`config.mk`:
```
export PLATFORM = sky130hd
export DESIGN_NAME = rtnh_back
export DESIGN_NICKNAME = d
export VERILOG_FILES = /design/src/sv/rtnh_pkg.sv /design/src/sv/rtnh_div.sv /design/src/sv/rtnh_back.sv
export SDC_FILE = /design/constraint.sdc
export NUM_CORES = 2
export LEC_CHECK = 0
export BUFFER_PORTS_ARGS = -buffer_cell sky130_fd_sc_hd__buf_2
export CORE_ASPECT_RATIO = 0.6
export CORE_UTILIZATION = 59
export CTS_CLUSTER_SIZE = 14
export DETAILED_ROUTE_END_ITERATION = 16
export GPL_ROUTABILITY_DRIVEN = 0
export PLACE_DENSITY = 0.87
export SETUP_SLACK_MARGIN = 0.05
export SLEW_MARGIN = 10
export SYNTH_ARGS = -nofsm -noshare
export SYNTH_HDL_FRONTEND = slang
export SYNTH_SLANG_ARGS = --single-unit
```
`constraint.sdc`:
```
create_clock -name clk -period 37.7 [get_ports clk]
set_input_delay 7.54 -clock clk [delete_from_list [all_inputs] [get_ports clk]]
set_output_delay 7.54 -clock clk [all_outputs]
set_load 0.05 [all_outputs]
```
`src/sv/rtnh_pkg.sv`:
```
`timescale 1ns / 1ps
// ----------------------------------------------------------------------------
// rtnh_pkg
// Types and constants shared by the ray/triangle nearest-hit block.
// ----------------------------------------------------------------------------
package rtnh_pkg;

  localparam int VW = 104;  // signed width of dot products
  localparam int MW = VW - 1;  // magnitude width of queued dot products
  localparam int QB = 31;  // quotient bits per division
  localparam int RW = VW + 32;  // divider remainder width
  localparam int CH = 23;  // multiplier chunk width
  localparam int NSTEP = 24;  // products per triangle

  localparam logic [2:0] CFG_ORIGIN_X = 3'd0;
  localparam logic [2:0] CFG_ORIGIN_Y = 3'd1;
  localparam logic [2:0] CFG_ORIGIN_Z = 3'd2;
  localparam logic [2:0] CFG_DIR_X = 3'd3;
  localparam logic [2:0] CFG_DIR_Y = 3'd4;
  localparam logic [2:0] CFG_DIR_Z = 3'd5;
  localparam logic [2:0] CFG_LIMIT = 3'd6;
  localparam logic [2:0] CFG_EPSILON = 3'd7;

  typedef struct packed {
    logic restart;
    logic signed [31:0] v0_x;
    logic signed [31:0] v0_y;
    logic signed [31:0] v0_z;
    logic signed [31:0] v1_x;
    logic signed [31:0] v1_y;
    logic signed [31:0] v1_z;
    logic signed [31:0] v2_x;
    logic signed [31:0] v2_y;
    logic signed [31:0] v2_z;
    logic [15:0] instance_id;
    logic [15:0] triangle_id;
  } in_t;

  typedef struct packed {
    logic updated;
    logic any_hit;
    logic [30:0] nearest_distance;
    logic [16:0] nearest_u;
    logic [16:0] nearest_v;
    logic [15:0] nearest_triangle;
    logic [15:0] nearest_instance;
  } out_t;

  typedef struct packed {
    logic signed [31:0] origin_x;
    logic signed [31:0] origin_y;
    logic signed [31:0] origin_z;
    logic signed [31:0] dir_x;
    logic signed [31:0] dir_y;
    logic signed [31:0] dir_z;
  } ray_cfg_t;

  typedef struct packed {
    logic restart;
    logic cand;
    logic [MW-1:0] det;
    logic [MW-1:0] nu;
    logic [MW-1:0] nv;
    logic [MW-1:0] nt;
    logic [15:0] instance_id;
    logic [15:0] triangle_id;
  } qitem_t;

  typedef enum logic [2:0] {F_IDLE, F_MUL, F_ACC, F_FIX, F_PUSH} front_state_t;
  typedef enum logic [2:0] {B_IDLE, B_DIV_T, B_DIV_U, B_DIV_V, B_OUT} back_state_t;

endpackage

```
`src/sv/rtnh_div.sv`:
```
`timescale 1ns / 1ps
// ----------------------------------------------------------------------------
// rtnh_div
// Restoring divider, one quotient bit per cycle, QB bits per division.
// ----------------------------------------------------------------------------
module rtnh_div (
  input  logic                    clk,
  input  logic                    rst,
  input  logic                    start,
  input  logic [rtnh_pkg::RW-1:0] dividend,
  input  logic [rtnh_pkg::MW-1:0] divisor,
  output logic                    done,
  output logic [rtnh_pkg::QB-1:0] quotient
);
  import rtnh_pkg::*;

  localparam int CW = $clog2(QB);

  logic [RW-1:0] rem, dsh;
  logic [CW-1:0] cnt;
  logic          busy;
  logic          ge;

  assign ge = (rem >= dsh);

  always_ff @(posedge clk) begin
    if (rst) begin
      busy <= 1'b0;
      done <= 1'b0;
    end else begin
      done <= busy && (cnt == '0);
      if (start) begin
        busy <= 1'b1;
      end else if (busy && cnt == '0) begin
        busy <= 1'b0;
      end
    end
  end

  always_ff @(posedge clk) begin
    if (start) begin
      rem <= dividend;
      dsh <= RW'(divisor) << (QB - 1);
      cnt <= CW'(QB - 1);
    end else if (busy) begin
      rem      <= ge ? rem - dsh : rem;
      dsh      <= dsh >> 1;
      quotient <= {quotient[QB-2:0], ge};
      cnt      <= cnt - 1'b1;
    end
  end

endmodule

```
`src/sv/rtnh_back.sv`:
```
`timescale 1ns / 1ps
// ----------------------------------------------------------------------------
// rtnh_back
// Take classified triangles from the queue, divide out distance and
// barycentrics, keep the nearest hit and present one result per triangle.
// ----------------------------------------------------------------------------
module rtnh_back #(
  parameter int FRAC_BITS = 16
) (
  input  logic             clk,
  input  logic             rst,
  input  logic             empty,
  output logic             pop,
  input  rtnh_pkg::qitem_t head,
  input  logic [30:0]      distance_limit,
  input  logic [15:0]      epsilon,
  output logic             out_valid,
  input  logic             out_stall,
  output rtnh_pkg::out_t   out_data
);
  import rtnh_pkg::*;

  back_state_t state, state_next;

  qitem_t        cur;
  logic          ovf;
  logic          upd;
  logic [30:0]   tq;
  logic [16:0]   u_tmp;
  logic [30:0]   best_dist;
  logic [16:0]   best_u, best_v;
  logic [15:0]   best_tri, best_inst;
  logic          hit_held;

  logic          div_start, div_done;
  logic [RW-1:0] div_dividend;
  logic [MW-1:0] div_divisor;
  logic [QB-1:0] quotient;
  logic          tq_ok;

  rtnh_div u_div (
    .clk      (clk),
    .rst      (rst),
    .start    (div_start),
    .dividend (div_dividend),
    .divisor  (div_divisor),
    .done     (div_done),
    .quotient (quotient)
  );

  assign tq_ok = !ovf && (quotient > QB'(epsilon)) && (quotient < best_dist);

  always_comb begin
    state_next = state;
    unique case (state)
      B_IDLE: if (!empty) begin
        state_next = head.cand ? B_DIV_T : B_OUT;
      end
      B_DIV_T: if (div_done) begin
        state_next = tq_ok ? B_DIV_U : B_OUT;
      end
      B_DIV_U: if (div_done) begin
        state_next = B_DIV_V;
      end
      B_DIV_V: if (div_done) begin
        state_next = B_OUT;
      end
      B_OUT: if (!out_stall) begin
        state_next = B_IDLE;
      end
      default: state_next = B_IDLE;
    endcase
  end

  always_comb begin
    pop          = (state == B_IDLE) && !empty;
    div_start    = 1'b0;
    div_dividend = RW'(cur.nu) << FRAC_BITS;
    div_divisor  = cur.det;
    unique case (state)
      B_IDLE: begin
        div_start    = !empty && head.cand;
        div_dividend = RW'(head.nt) << FRAC_BITS;
        div_divisor  = head.det;
      end
      B_DIV_T: begin
        div_start = div_done && tq_ok;
      end
      B_DIV_U: begin
        div_start    = div_done;
        div_dividend = RW'(cur.nv) << FRAC_BITS;
      end
      default: begin
      end
    endcase
    out_valid                 = (state == B_OUT);
    out_data.updated          = upd;
    out_data.any_hit          = hit_held;
    out_data.nearest_distance = best_dist;
    out_data.nearest_u        = best_u;
    out_data.nearest_v        = best_v;
    out_data.nearest_triangle = best_tri;
    out_data.nearest_instance = best_inst;
  end

  always_ff @(posedge clk) begin
    if (rst) begin
      state <= B_IDLE;
    end else begin
      state <= state_next;
    end
  end

  always_ff @(posedge clk) begin
    if (rst) begin
      best_dist <= '1;
      best_u    <= '0;
      best_v    <= '0;
      best_tri  <= '0;
      best_inst <= '0;
      hit_held  <= 1'b0;
      upd       <= 1'b0;
    end else begin
      unique case (state)
        B_IDLE: if (!empty) begin
          cur <= head;
          ovf <= ((RW'(head.nt) << FRAC_BITS) >= (RW'(head.det) << QB));
          upd <= 1'b0;
          if (head.restart) begin
            best_dist <= distance_limit;
            best_u    <= '0;
            best_v    <= '0;
            best_tri  <= '0;
            best_inst <= '0;
            hit_held  <= 1'b0;
          end
        end
        B_DIV_T: if (div_done) begin
          tq <= quotient;
        end
        B_DIV_U: if (div_done) begin
          u_tmp <= quotient[16:0];
        end
        B_DIV_V: if (div_done) begin
          best_dist <= tq;
          best_u    <= u_tmp;
          best_v    <= quotient[16:0];
          best_tri  <= cur.triangle_id;
          best_inst <= cur.instance_id;
          hit_held  <= 1'b1;
          upd       <= 1'b1;
        end
        default: begin
        end
      endcase
    end
  end

endmodule

```
==> metrics.txt <==
multi-input combinational cell area roughly 19000 um^2; delay-heaviest family, CP buffers and inverters; DRT iter0 DRCs around 5300; grt total ovfl 0; Cell Area, Synth 43700 um^2; CP max-delay cell buf_2; Resized cells post-CTS 0; post-route clock period utilization between 40% and 50%; Skew-Pair Late Insertion Delay 0.67 ns; Seq/Total Area, Yosys 51.7%; Area growth syn-to-layout 14.3%; net count after synthesis just over 5000; first-pass GRT wire length just under 200000 um; Hold WC Path Type reg -> reg; Crit path required time about 30 ns; row count between 70 and 80; max capacitance violation total 0; Period minus WS final 15.85 ns; number of global-route vias before repair about 34000; global-route usage over all layers 33.2%; Setup Crit Path Kind in -> out; layout cell share with drive strength beyond 1 approximately 16%; H-Tree Depth 3; CORE AREA around 72000 um^2; Synth Area per Inst 10.1 um^2; post-synthesis cell count about 4300; Tot Pwr about 2.8 mW; Synth Register Bits ~800; Synth area leaders edfxtp_1 (45%), ha_1 (7.7%), dfxtp_1 (6.4%); final setup fails 0; Post-CTS Setup Bufs 0; DRC 0; asr flop ratio synth 0%; hold depth 2; Worst R2R Start u_div.dsh[9]; Clock Skew approximately 0.031 ns; initial antenna violation count 32; Rel. slew slack ~17%; largest net degree at the start of global routing roughly 260; Max Transition Viols Final 0; RSZ-0062 raised after global routing false; CTS tree built; DR vias approximately 37000; Worst Setup End Kind primary output; Inserted Clock Buffers between 70 and 80; Power Density between 50 and 60 nW/um^2; die width 353 um; hold_ws approximately 0.49 ns; post-synth top area share between 40% and 50%; Initial Util between 60% and 70%; peak supply drop 0.0000371 V; f_max between 0.06 and 0.07 GHz; clock sink count ~800; Worst Hold Launch hit_held; PortBufs 597; Final Hold Fails 0; main flop type after synthesis edfxtp_1; Die Ht around 210 um; First-pass DRT Iterations 10; Worst Max-Slew Pin Slew 1.24 ns; Crit path arrival time 8.31 ns; Distinct cells, synth between 70 and 80; io pins between 500 and 600; status complete, no violations; reg2reg end u_div.rem[123]; detailed placer's ending HPWL 94900 um; Nets ~5600; Die Area 75200 um^2; drt wl/cell 22.2 um; final design utilization 68.9%; Clk pin slew, worst setup/hold paths around 0.060 ns; fill count between 5000 and 6000; final WL between 100000 and 150000 um; Crit path largest cell delay 0.34 ns; reg2reg path depth 14; Detail Route Antenna Nets 0; register area approximately 23000 um^2; hold path endpoint hit_held; cell mode on critical path buf_2; Fin Setup TNS 0 ns; CP Depth 3; CP cell instances buf_2 -> nor2_1 -> buf_2; Synthesis Warnings 0; EDFF count, synth 660; crit path launch type input pin; Via density 6.29; crit-path max FO 4; worst reg-to-reg setup slack 31.54 ns; Crit path buffers/inverters 2; hold-fix buffers at CTS 0; Lkg Pwr around 20 nW; root buffer cell clkbuf_16; largest area contributor in the netlist edfxtp_1; Clock Path Buffers 3
==> worst max-delay path by stage <==
stage                     startpoint      to  slack [ns]
after floorplan                  rst  cur[0]        5.11
after global placement         empty     pop       21.88
after detailed placement       empty     pop       21.86
after CTS                      empty     pop       21.86
after global routing           empty     pop       21.81
final                          empty     pop       21.85
==> logic make-up after synthesis <==
logic type | synth area share [%]
and+or+nand+nor | 12.6
buffers and inverters | 4.74
muxes | 5.39
DFF | 51.7
adders and majority gates | 7.72
AOI/OAI and AO/OA | 15.3
xor gates and xnor gates | 2.51
==> cells in the final DEF (no fill, tap or decap), types with 33 or more instances in the layout <==
master / count
diode_2: 33
o21bai_1: 43
dfxtp_1: 137
ha_1: 268
nand2b_1: 53
nand3_1: 159
nand2_1: 294
xnor2_1: 74
inv_1: 320
mux2i_1: 235
clkbuf_16: 77
a22oi_1: 66
edfxtp_1: 660
nor2_1: 430
o21ai_0: 332
a21o_1: 98
a21oi_1: 432
xor2_1: 51
buf_2: 597
nand4_1: 108
nor3_1: 43
==> synth_stat cells, types with 4 or more instances <==
cell	instances
a211oi_1	13
nor3_1	45
a21o_1	99
a22oi_1	66
buf_1	17
nor3b_1	6
o21bai_1	43
a31oi_1	18
or3_1	14
o21ai_1	11
o31a_1	5
dfxtp_1	139
clkbuf_1	206
a21boi_0	5
nand2b_1	54
or2_2	12
o31ai_1	10
nor2_1	432
and3_1	7
o21a_1	26
mux2i_1	235
nand2_1	294
xnor2_1	74
a221oi_1	7
xor2_1	51
nand3_1	159
edfxtp_1	660
nor2b_1	18
a211o_1	4
ha_1	268
nand4_1	108
o21ai_0	332
o211ai_1	20
and4_1	4
a2111oi_0	4
inv_1	320
nor4_1	27
a21oi_1	432
or4_1	6
==> where the power goes <==
part | switching (mW) | leakage, nW | internal [mW]
combinational | 0.560 | 11.5 | 0.301
clock | 0.351 | 1.21 | 0.441
sequential | 0.0340 | 7.31 | 1.07
==> worst reg2reg max path, delay by kind of cell, from the launching register on <==
| family | cells | cell delay [ns] |
|---|---|---|
| simple gates | 3 | 0.83 |
| flops | 1 | 0.38 |
| fa+ha+maj | 1 | 0.37 |
| compound gates | 8 | 3.09 |
| buf+inv | 2 | 1.03 |
==> metrics by stage <==
stage	setup slack, ns	cell area, um^2	std cells
after global routing	21.81	49900	5850
final	21.85	49900	5854
after CTS	21.86	49900	5821
after global placement	21.88	47300	5682
after detailed placement	21.86	47300	5682
after floorplan	5.11	43700	4313
==> metal layers <==
layer  GRT usage [%]  up-vias  wire, um
met5           0.516        -       102
met4            14.2        8      6060
met3            9.25      451     16000
met2            48.7     2402     55500
met1            46.4    17300     52200
li1                -    16700         -
==> cell type report <==
| class | instances | area share, % |
|---|---|---|
| Sequential cell | 799 | 45.3 |
| Multi-Input combinational cell | 2966 | 38.3 |
| Timing Repair Buffer | 622 | 6.41 |
| Clock buffer | 103 | 4.17 |
| Tap cell | 975 | 2.44 |
| Inverter | 320 | 2.41 |
| Clock inverter | 36 | 0.857 |
| Antenna cell | 33 | 0.165 |
==> flip-flops by register name (all words and copies together), names as in the netlist, 3 cells and up <==
name            flops
u_div.rem         136
best_v             17
cur               341
u_div.dsh         133
best_dist          31
best_tri           16
u_div.quotient     31
best_u             17
state               3
tq                 31
u_tmp              17
best_inst          16
u_div.cnt           5
No activity file was read; power rests on OpenSTA's default activity.
