File: src/sv/rtnh_pkg.sv
`timescale 1ns / 1ps
// ----------------------------------------------------------------------------
// rtnh_pkg
// Types and constants shared by the ray/triangle nearest-hit block.
// ----------------------------------------------------------------------------
package rtnh_pkg;

  localparam int VW = 104;  // signed width of dot products
  localparam int MW = VW - 1;  // magnitude width of queued dot products
  localparam int QB = 31;  // quotient bits per division
  localparam int RW = VW + 32;  // divider remainder width
  localparam int CH = 23;  // multiplier chunk width
  localparam int NSTEP = 24;  // products per triangle

  localparam logic [2:0] CFG_ORIGIN_X = 3'd0;
  localparam logic [2:0] CFG_ORIGIN_Y = 3'd1;
  localparam logic [2:0] CFG_ORIGIN_Z = 3'd2;
  localparam logic [2:0] CFG_DIR_X = 3'd3;
  localparam logic [2:0] CFG_DIR_Y = 3'd4;
  localparam logic [2:0] CFG_DIR_Z = 3'd5;
  localparam logic [2:0] CFG_LIMIT = 3'd6;
  localparam logic [2:0] CFG_EPSILON = 3'd7;

  typedef struct packed {
    logic restart;
    logic signed [31:0] v0_x;
    logic signed [31:0] v0_y;
    logic signed [31:0] v0_z;
    logic signed [31:0] v1_x;
    logic signed [31:0] v1_y;
    logic signed [31:0] v1_z;
    logic signed [31:0] v2_x;
    logic signed [31:0] v2_y;
    logic signed [31:0] v2_z;
    logic [15:0] instance_id;
    logic [15:0] triangle_id;
  } in_t;

  typedef struct packed {
    logic updated;
    logic any_hit;
    logic [30:0] nearest_distance;
    logic [16:0] nearest_u;
    logic [16:0] nearest_v;
    logic [15:0] nearest_triangle;
    logic [15:0] nearest_instance;
  } out_t;

  typedef struct packed {
    logic signed [31:0] origin_x;
    logic signed [31:0] origin_y;
    logic signed [31:0] origin_z;
    logic signed [31:0] dir_x;
    logic signed [31:0] dir_y;
    logic signed [31:0] dir_z;
  } ray_cfg_t;

  typedef struct packed {
    logic restart;
    logic cand;
    logic [MW-1:0] det;
    logic [MW-1:0] nu;
    logic [MW-1:0] nv;
    logic [MW-1:0] nt;
    logic [15:0] instance_id;
    logic [15:0] triangle_id;
  } qitem_t;

  typedef enum logic [2:0] {F_IDLE, F_MUL, F_ACC, F_FIX, F_PUSH} front_state_t;
  typedef enum logic [2:0] {B_IDLE, B_DIV_T, B_DIV_U, B_DIV_V, B_OUT} back_state_t;

endpackage

File: src/sv/rtnh_fifo.sv
`timescale 1ns / 1ps
// ----------------------------------------------------------------------------
// rtnh_fifo
// Two-entry queue between the classifying front and the dividing back.
// ----------------------------------------------------------------------------
module rtnh_fifo (
  input  logic            clk,
  input  logic            rst,
  input  logic            push,
  input  rtnh_pkg::qitem_t wdata,
  output logic            full,
  input  logic            pop,
  output logic            empty,
  output rtnh_pkg::qitem_t rdata
);
  import rtnh_pkg::*;

  qitem_t     mem [2];
  logic       wr_ptr;
  logic       rd_ptr;
  logic [1:0] count;

  assign full  = (count == 2'd2);
  assign empty = (count == 2'd0);
  assign rdata = mem[rd_ptr];

  always_ff @(posedge clk) begin
    if (push) begin
      mem[wr_ptr] <= wdata;
    end
  end

  always_ff @(posedge clk) begin
    if (rst) begin
      wr_ptr <= 1'b0;
      rd_ptr <= 1'b0;
      count  <= 2'd0;
    end else begin
      if (push) begin
        wr_ptr <= ~wr_ptr;
      end
      if (pop) begin
        rd_ptr <= ~rd_ptr;
      end
      unique case ({push, pop})
        2'b10:   count <= count + 2'd1;
        2'b01:   count <= count - 2'd1;
        default: count <= count;
      endcase
    end
  end

endmodule

File: config.mk
export PLATFORM = sky130hd
export DESIGN_NAME = rtnh_fifo
export DESIGN_NICKNAME = d
export VERILOG_FILES = /design/src/sv/rtnh_pkg.sv /design/src/sv/rtnh_fifo.sv
export SDC_FILE = /design/constraint.sdc
export NUM_CORES = 1
export LEC_CHECK = 0
export ABC_AREA = 1
export BUFFER_PORTS_ARGS = -buffer_cell sky130_fd_sc_hd__buf_2
export CORE_AREA = 2 2 348 350
export CTS_CLUSTER_SIZE = 10
export DETAILED_ROUTE_END_ITERATION = 6
export DIE_AREA = 0 0 350 352
export SYNTH_ARGS = -nofsm -noshare
export SYNTH_HDL_FRONTEND = slang
export SYNTH_SLANG_ARGS = --single-unit
File: constraint.sdc
create_clock -name clk -period 71.5 [get_ports clk]
set_clock_uncertainty 0.2 [all_clocks]
set_input_delay 14.3 -clock clk [delete_from_list [all_inputs] [get_ports clk]]
set_output_delay 14.3 -clock clk [all_outputs]
set_load 0.05 [all_outputs]
==> results.json, run 1 <==
{
  "area_growth_pct": 27.5,
  "fillers": 11400,
  "rsz0062_at_grt": "false",
  "crit_path_max_fanout": 85,
  "grt_use_total_pct": 12.5,
  "syn-num-nets": 1872,
  "nets": 2842,
  "place_congestion": 0.839,
  "row_count": 127,
  "synth.cell_area_um2": 32700,
  "io_pins": 898,
  "holdPathStages": 2,
  "coreArea_um2": 119000,
  "max_clock_freq_mhz": 52.1,
  "cp-start-kind": "register",
  "cp_num_buf_inv": 4,
  "syn_inst": 1421,
  "slew_headroom_pct": 16.6,
  "finalPower_uw": 1270,
  "cts_resized": 0,
  "dp_hpwl_um": 57100,
  "grt_pass1_vias": 17700,
  "critPathKind": "register to output port",
  "worst_pin_slew_ns": 1.25,
  "post_cts_buffers": 0,
  "fin_util_pct": 35.0,
  "clk_pin_slew_ns": 0.05,
  "insertion_delay_ns": 0.66,
  "num_vias": 17000,
  "r2r-end": "mem[1][351]$_DFFE_PP_",
  "synth_seq_area_share_pct": 82.1,
  "cts-htree-levels": 3,
  "powerDensity_nw_per_um2": 30.5,
  "drc": 0,
  "rrSetupSlack_ns": 67.56,
  "cap_violations": 0,
  "synth_warnings": 0,
  "ys_ff_latch": 897,
  "worstPathArrival_ns": 4.68,
  "reg2reg_depth": 5,
  "use_met3_pct": 4.63,
  "seq_area_um2": 26900,
  "setup_viol": 0,
  "multiInputGateArea_um2": 5280,
  "cp_cell_sequence": "buf_4 -> buf_4 -> buf_4 -> mux2_2 -> buf_2",
  "cts.sinks": 897,
  "required_ns": 57.00,
  "firstDrtPassIters": 7,
  "use_met1_pct": 12.8,
  "min_path_type": "register to register",
  "ant_nets": 0,
  "overflow": 0,
  "cp_common_cell": "buf_4",
  "wire_per_inst_um": 19.9,
  "numCtsBuffers": 102,
  "fin_crit_sh_pct": 26.8,
  "holdBufCountCts": 0,
  "drtIter0Drc": 966,
  "cts_tree": "built",
  "grt_start_max_net_pins": 155,
  "die_w_um": 350,
  "max-vdd-ir-drop_v": 0.0000194,
  "viasPerCell": 4.19,
  "drt_wl_total_um": 80800,
  "start_util_pct": 27.4,
  "slew_viol_final": 0,
  "cp.depth": 5,
  "die_area_um2": 123000,
  "grt_pass1_wl_um": 114000,
  "synth_cell_types": 15,
  "setup_tns_ns": 0,
  "port_buffers": 897,
  "status": "finished clean",
  "hp-start": "rd_ptr$_SDFFE_PP0P_",
  "clock_path_buffers": 3,
  "cpPeakStageDelay_ns": 0.96,
  "cp-end-kind": "output port",
  "grt.met2_usage_pct": 22.7,
  "clock-root-buffer": "clkbuf_16",
  "p_leak_uw": 0.0153,
  "dieHeight_um": 352,
  "antenna_found_initial": 36,
  "finalHoldViolations": 0,
  "reg2reg_from": "wr_ptr$_SDFFE_PP0P_",
  "layout-drive-gt1-share_pct": 60.7,
  "crit_family": "buffers and inverters",
  "synth_area_per_cell_um2": 23.0,
  "top_usage_layer": "met2",
  "critPathSlowestCell": "buf_4",
  "fin_crit_ns": 19.18
}
worst min-delay path, cell delays in order (launching register included):
cell and delay, ns:
dfxtp_1 0.32, xnor2_1 0.09, nor2_1 0.07
cell usage after synthesis:
cell type | count | share of area (%)
a21oi_1 | 1 | 0.015
buf_6 | 50 | 1.7
dfxtp_1 | 5 | 0.31
edfxtp_1 | 892 | 82
ha_1 | 1 | 0.038
inv_1 | 7 | 0.080
mux2_1 | 3 | 0.10
mux2_2 | 403 | 14
mux2_4 | 40 | 1.8
nand2_1 | 5 | 0.057
nand4_1 | 1 | 0.019
nor2_1 | 10 | 0.11
nor3_1 | 1 | 0.015
o21ai_0 | 1 | 0.015
xnor2_1 | 1 | 0.027
cells in the final DEF (no fill, tap or decap), drive strengths merged:
master  count
edfxtp    892
nand4       1
clkbuf    129
mux2      446
nand2       5
nor2       10
clkinv      7
buf       916
diode      19
nor3        1
xnor2       1
o21ai       1
dfxtp       5
inv        10
a21oi       1
ha          1
how the worst max path moves through the flow:
stage | end | slack (ns)
6_report | rdata[377] | 52.32
5_1_grt | rdata[98] | 52.05
4_1_cts | rdata[320] | 52.18
3_5_place_dp | rdata[337] | 52.94
3_3_place_gp | rdata[308] | 52.91
2_1_floorplan | mem[0][0]$_DFFE_PP_ | 37.00
layer usage:
layer	wire, um	vias to the layer above
met5	141	-
met4	2530	22
met3	6960	178
met2	42900	667
met1	28300	8528
li1	-	7623
cell type report:
cell class                 count  share of cell area (%)
clock buffer                 129                    6.48
inverter                       7                  0.0809
clock inverter                10                   0.285
sequential                   897                    64.4
antenna                       19                   0.114
multi-input combinational    467                    12.6
tap                         1612                    4.83
timing repair buffer         916                    11.2
registers in the layout, indices dropped and copies added, names as in the netlist, named ones only:
signal / cells
mem: 892
rd_ptr: 1
wr_ptr: 1
count: 2
where the power goes:
group | internal (uW) | leakage (uW) | total, uW | switching, uW
Combinational | 55.0 | 0.00553 | 202 | 148
Sequential | 611 | 0.00841 | 617 | 6.56
Clock | 262 | 0.00137 | 455 | 193
stage by stage:
| stage | instances | setup WS (ns) | hold slack, ns | instance area [um2] |
|---|---|---|---|---|
| 6_report | 4057 | 52.32 | 0.315 | 41700 |
| 3_3_place_gp | 3899 | 52.91 | 0.298 | 38900 |
| 4_1_cts | 4038 | 52.18 | 0.321 | 41700 |
| 3_5_place_dp | 3899 | 52.94 | 0.306 | 38900 |
| 2_1_floorplan | 1421 | 37.00 | 0.280 | 32700 |
| 5_1_grt | 4053 | 52.05 | 0.353 | 41700 |
cells by family after synthesis:
kind of cell | after synthesis | synth area share (%)
buffers and inverters | 57 | 1.80
flip-flops | 897 | 82.1
XOR/XNOR | 1 | 0.0268
adder cells (fa/ha/maj) | 1 | 0.0382
multiplexers | 446 | 15.8
AO/OA/AOI/OAI | 2 | 0.0305
AND/OR/NAND/NOR | 17 | 0.206
Power figures use the tool's default switching activity.
==> run 2, diff against run 1 <==
--- a/config.mk
+++ b/config.mk
@@ -7,10 +7,10 @@
 export LEC_CHECK = 0
 export ABC_AREA = 1
 export BUFFER_PORTS_ARGS = -buffer_cell sky130_fd_sc_hd__buf_2
-export CORE_AREA = 2 2 348 350
+export CORE_AREA = 2 2 351 353
 export CTS_CLUSTER_SIZE = 10
 export DETAILED_ROUTE_END_ITERATION = 6
-export DIE_AREA = 0 0 350 352
+export DIE_AREA = 0 0 353 355
 export SYNTH_ARGS = -nofsm -noshare
 export SYNTH_HDL_FRONTEND = slang
 export SYNTH_SLANG_ARGS = --single-unit
==> constraint.sdc (replaced) <==
create_clock -name clk -period 17.98 [get_ports clk]
set_clock_uncertainty 0.2 [all_clocks]
set_input_delay 3.596 -clock clk [delete_from_list [all_inputs] [get_ports clk]]
set_output_delay 3.596 -clock clk [all_outputs]
set_load 0.05 [all_outputs]
==> results.json, run 2 (same netlist as run 1, synthesis figures left out) <==
{
  "reg2reg_from": "wr_ptr$_SDFFE_PP0P_",
  "critPathKind": "register to output port",
  "finalPower_uw": 5060,
  "finalHoldViolations": 0,
  "worstPathArrival_ns": 3.89,
  "grt_use_total_pct": 11.9,
  "fin_crit_sh_pct": 42.8,
  "internal-power_uw": 3690,
  "worst_pin_slew_ns": 1.13,
  "cts_tree": "built",
  "cap_violations": 0,
  "ant_nets": 0,
  "cts.sinks": 897,
  "io_pins": 898,
  "numCtsBuffers": 102,
  "firstDrtPassIters": 5,
  "p_leak_uw": 0.0153,
  "mostFrequentLayoutCells": "buf_2 (897), edfxtp_1 (892), mux2_2 (403)",
  "top_register": "mem",
  "largest_reg_flops": 892,
  "fin_cells": 4046,
  "dp_hpwl_um": 54200,
  "drt_wl_total_um": 78800,
  "die_area_um2": 125000,
  "clk_pin_slew_ns": 0.05,
  "antenna_found_initial": 25,
  "worst_slack_ns": 10.29,
  "cp-end-kind": "output port",
  "seq_area_um2": 26900,
  "cpPeakStageDelay_ns": 0.98,
  "grt_pass1_wl_um": 111000,
  "seqPwrFrac_pct": 48.5,
  "wire_per_inst_um": 19.5,
  "crit_family": "buffers and inverters",
  "power.combinational.fraction_pct": 16.0,
  "status": "finished clean",
  "clock_path_buffers": 3,
  "fin_crit_ns": 7.69,
  "holdBufCountCts": 0,
  "required_ns": 14.18,
  "drtIter0Drc": 1025,
  "place_ws_ns": 10.12,
  "num_vias": 16800,
  "max_clock_freq_mhz": 130,
  "grt_pass1_vias": 17400,
  "fillers": 11700,
  "critPathSlowestCell": "buf_4",
  "min_path_type": "register to register",
  "dieHeight_um": 355,
  "grt_start_max_net_pins": 149,
  "place_congestion": 0.782,
  "cts-htree-levels": 3,
  "insertion_delay_ns": 0.67,
  "max-vdd-ir-drop_v": 0.0000813,
  "biggestRegsByFlops": "mem x892, count x2",
  "cp-start-kind": "register",
  "layout_commonest_cell": "buf_2",
  "area_growth_pct": 27.4,
  "setup_viol": 0,
  "clock-root-buffer": "clkbuf_16",
  "slew_headroom_pct": 24.6,
  "powerDensity_nw_per_um2": 121,
  "cts_resized": 0,
  "slew_viol_final": 0,
  "fin_util_pct": 34.4,
  "cp_cell_sequence": "buf_12 -> buf_4 -> mux2_2 -> buf_2",
  "multiInputGateArea_um2": 5280,
  "start_util_pct": 27.0,
  "swShare_pct": 27.1,
  "setup_tns_ns": 0,
  "p_sw_uw": 1370,
  "coreArea_um2": 121000,
  "port_buffers": 897,
  "viasPerCell": 4.14,
  "layout-drive-gt1-share_pct": 61.1,
  "cp_num_buf_inv": 3,
  "die_w_um": 353,
  "dp_cells": 3907,
  "nets": 2837,
  "row_count": 128,
  "pwr-share-clk_pct": 35.5,
  "overflow": 0,
  "drc": 0,
  "post_cts_buffers": 0,
  "rsz0062_at_grt": "false",
  "hp-start": "rd_ptr$_SDFFE_PP0P_",
  "crit_path_max_fanout": 130
}
run 2: cell count changes in the layout (fill, tap and decap cells not counted), sizes merged:
cell	before	now
clkbuf	129	110
buf	916	911
diode	19	16
clkinv	7	9
bufinv	0	1
run 2: worst paths after layout:
| kind | to | slack, ns | cells past startpoint |
|---|---|---|---|
| max | rdata[279] | 10.29 | 4 |
| min reg2reg | register | 0.31 | 2 |
| max reg2reg | mem[1][366]$_DFFE_PP_ | 13.47 | 5 |
| min | register | 0.31 | 2 |
run 2: area by class of cell:
cell class,count,share of cell area [%]
repair buffers,911,11.1
multi-input cells,467,12.7
flip-flops and latches,897,64.5
clock buffers,110,6.29
diodes,16,0.0960
inverters,7,0.0810
clock inverters,13,0.381
well taps,1625,4.88
run 2: power groups by stage:
stage          registers, uW  clock network, uW  logic (uW)
3_3_place_gp            2490                  0         816
3_5_place_dp            2500                  0         818
6_report                2450               1800         810
2_1_floorplan           2530                  0         607
4_1_cts                 2450               1860         820
5_1_grt                 2460               1940         843
run 2: worst reg2reg max path, stage by stage (launching register included):
cell and delay, ns:
dfxtp_1 0.41, nand2_1 0.17, inv_8 0.65, buf_4 0.71, buf_4 0.89, buf_4 1.01
run 2: per-stage QoR:
stage / hold slack, ns / cell area [um2]
5_1_grt: 0.373 / 41700
3_5_place_dp: 0.305 / 38900
6_report: 0.312 / 41700
4_1_cts: 0.320 / 41700
2_1_floorplan: 0.280 / 32700
3_3_place_gp: 0.296 / 38900
run 2: layer usage:
layer  routed length (um)  GRT usage [%]
met1                28100           12.6
met2                42100           21.2
met3                 6030           4.16
met4                 2500           5.79
met5                  116              0
==> run 3, diff against run 2 <==
--- a/config.mk
+++ b/config.mk
@@ -5,12 +5,12 @@
 export SDC_FILE = /design/constraint.sdc
 export NUM_CORES = 1
 export LEC_CHECK = 0
-export ABC_AREA = 1
+export ABC_AREA = 0
 export BUFFER_PORTS_ARGS = -buffer_cell sky130_fd_sc_hd__buf_2
-export CORE_AREA = 2 2 351 353
+export CORE_AREA = 2 2 348 350
 export CTS_CLUSTER_SIZE = 10
 export DETAILED_ROUTE_END_ITERATION = 6
-export DIE_AREA = 0 0 353 355
+export DIE_AREA = 0 0 350 352
 export SYNTH_ARGS = -nofsm -noshare
 export SYNTH_HDL_FRONTEND = slang
 export SYNTH_SLANG_ARGS = --single-unit
==> constraint.sdc (replaced) <==
create_clock -name clk -period 6.8 [get_ports clk]
set_clock_uncertainty 0.2 [all_clocks]
set_input_delay 1.36 -clock clk [delete_from_list [all_inputs] [get_ports clk]]
set_output_delay 1.36 -clock clk [all_outputs]
set_load 0.05 [all_outputs]
==> results.json, run 3 <==
{
  "grt_pass1_wl_um": 118000,
  "synth_flop_cell": "edfxtp_1",
  "dieHeight_um": 352,
  "antenna_found_initial": 30,
  "hold-worst-slack_ns": 0.303,
  "wire_per_inst_um": 20.9,
  "slew_headroom_pct": 35.6,
  "drt_wl_total_um": 85100,
  "critPathSlowestCell": "dfxtp_4",
  "clock_path_buffers": 3,
  "start_util_pct": 27.4,
  "grt_use_total_pct": 13.2,
  "fin_crit_ns": 4.62,
  "synth_common_cells": "edfxtp_1 (892), mux2_2 (403), buf_6 (50)",
  "synth_area_per_cell_um2": 23.2,
  "yosys.area.top_type": "edfxtp_1",
  "die_w_um": 350,
  "cts_resized": 0,
  "async_flop_share_pct": 0,
  "top_usage_layer": "met2",
  "area_growth_pct": 28.5,
  "use_met3_pct": 4.10,
  "cp-end-kind": "output port",
  "clock-root-buffer": "clkbuf_16",
  "clk_pin_slew_ns": 0.05,
  "cts-htree-levels": 3,
  "critPathKind": "register to output port",
  "min_path_type": "register to register",
  "required_ns": 5.24,
  "largest_reg_flops": 892,
  "reg2reg_from": "wr_ptr$_SDFFE_PP0P_",
  "place_congestion": 0.899,
  "post_cts_buffers": 0,
  "finalHoldViolations": 0,
  "drtIter0Drc": 1023,
  "dpl_cell_area_um2": 39100,
  "cpPeakStageDelay_ns": 0.92,
  "use_met1_pct": 13.4,
  "powerDensity_nw_per_um2": 325,
  "synth_edf_count": 892,
  "nets": 2856,
  "cp-start-kind": "register",
  "coreArea_um2": 119000,
  "port_buffers": 897,
  "dp_hpwl_um": 61600,
  "rsz0062_at_grt": "false",
  "finalPower_uw": 13700,
  "biggestRegsByFlops": "mem x892, count x2",
  "cp_cell_sequence": "buf_4 -> mux2_2 -> buf_2",
  "grt.met2_usage_pct": 24.1,
  "holdBufCountCts": 0,
  "hp-start": "count[1]$_SDFFE_PP0P_",
  "numCtsBuffers": 102,
  "fin_area_um2": 42000,
  "insertion_delay_ns": 0.67,
  "worst_pin_slew_ns": 0.964,
  "cp_num_buf_inv": 2,
  "num_vias": 17200,
  "setup_tns_ns": 0,
  "crit_path_max_fanout": 48,
  "synth_cell_types": 16,
  "layout_commonest_cell": "buf_2",
  "synth.cell_area_um2": 32700,
  "worstPathArrival_ns": 3.06,
  "mostFrequentLayoutCells": "buf_2 (897), edfxtp_1 (892), mux2_2 (403)",
  "yosysTopAreaCellShare_pct": 81.9,
  "ant_nets": 0,
  "synth_seq_area_share_pct": 82.2,
  "crit_family": "buffers and inverters",
  "yosysMostFrequentCell": "edfxtp_1",
  "top_register": "mem",
  "fin_crit_sh_pct": 67.9,
  "cts_tree": "built",
  "synthTopCellsByArea": "edfxtp_1 (82%), mux2_2 (14%), mux2_4 (1.8%)",
  "syn-num-nets": 1861,
  "cts.sinks": 897,
  "syn_inst": 1410,
  "layout-drive-gt1-share_pct": 61.5,
  "setup_viol": 0,
  "drc": 0,
  "die_area_um2": 123000,
  "slew_viol_final": 0,
  "firstDrtPassIters": 5,
  "cap_violations": 0,
  "max_clock_freq_mhz": 216,
  "overflow": 0,
  "grt_pass1_vias": 18000,
  "p_leak_uw": 0.0154,
  "max-vdd-ir-drop_v": 0.000219,
  "viasPerCell": 4.22,
  "status": "finished clean",
  "synth_warnings": 0,
  "grt_start_max_net_pins": 127,
  "row_count": 127,
  "io_pins": 898,
  "ys_ff_latch": 897
}
-- run 3: worst reg2reg max path, cell delays in order (launching register included) --
cell and delay (ns):
dfxtp_1 0.42, and2_4 0.71, buf_12 0.35, buf_12 0.49
-- run 3: metal layers --
metal | vias to the layer above | part of all wire (%)
li1 | 7632 | -
met1 | 8642 | 34
met2 | 696 | 53
met3 | 190 | 8.0
met4 | 12 | 4.4
met5 | - | 0.10
-- run 3: cell families after synthesis --
family,share of synthesized area [%]
DFF,82.2
muxes,15.8
buffers and inverters,1.73
and+or+nand+nor,0.126
xor gates and xnor gates,0.107
AOI/OAI and AO/OA,0.0306
adders and majority gates,0.0382
-- run 3: report_power, final --
part           switching [uW]  total (uW)  internal (uW)
registers                92.8        6560           6470
logic                    1660        2290            629
clock network            2060        4820           2760
total                    3810       13700           9850
-- run 3: cell type report --
type                            instances  area, um2
Multi-Input combinational cell        462       5280
Tap cell                             1612       2020
Fill cell                           11300      77300
Inverter                                1       16.3
Clock inverter                         13        199
Timing Repair Buffer                  941       4930
Sequential cell                       897      26900
Antenna cell                           20       50.0
Clock buffer                          126       2650
-- run 3: metrics by stage --
| stage | utilization [%] | std cells | worst slack (ns) |
|---|---|---|---|
| floorplan | - | 1410 | -1.78 |
| CTS | 35.2 | 4052 | 2.08 |
| global route | 35.2 | 4068 | 1.96 |
| finish | 35.2 | 4072 | 2.18 |
| detailed placement | 32.8 | 3913 | 2.85 |
| global placement | 32.8 | 3913 | 2.86 |
-- run 3: path summary, 6_finish.rpt --
path | cells after the start | end | slack (ns)
worst max-delay path | 3 | rdata[443] | 2.18
worst min-delay path | 2 | count[1]$_SDFFE_PP0P_ | 0.30
worst max register to register | 3 | mem[1][361]$_DFFE_PP_ | 4.23
worst min register to register | 2 | count[1]$_SDFFE_PP0P_ | 0.30
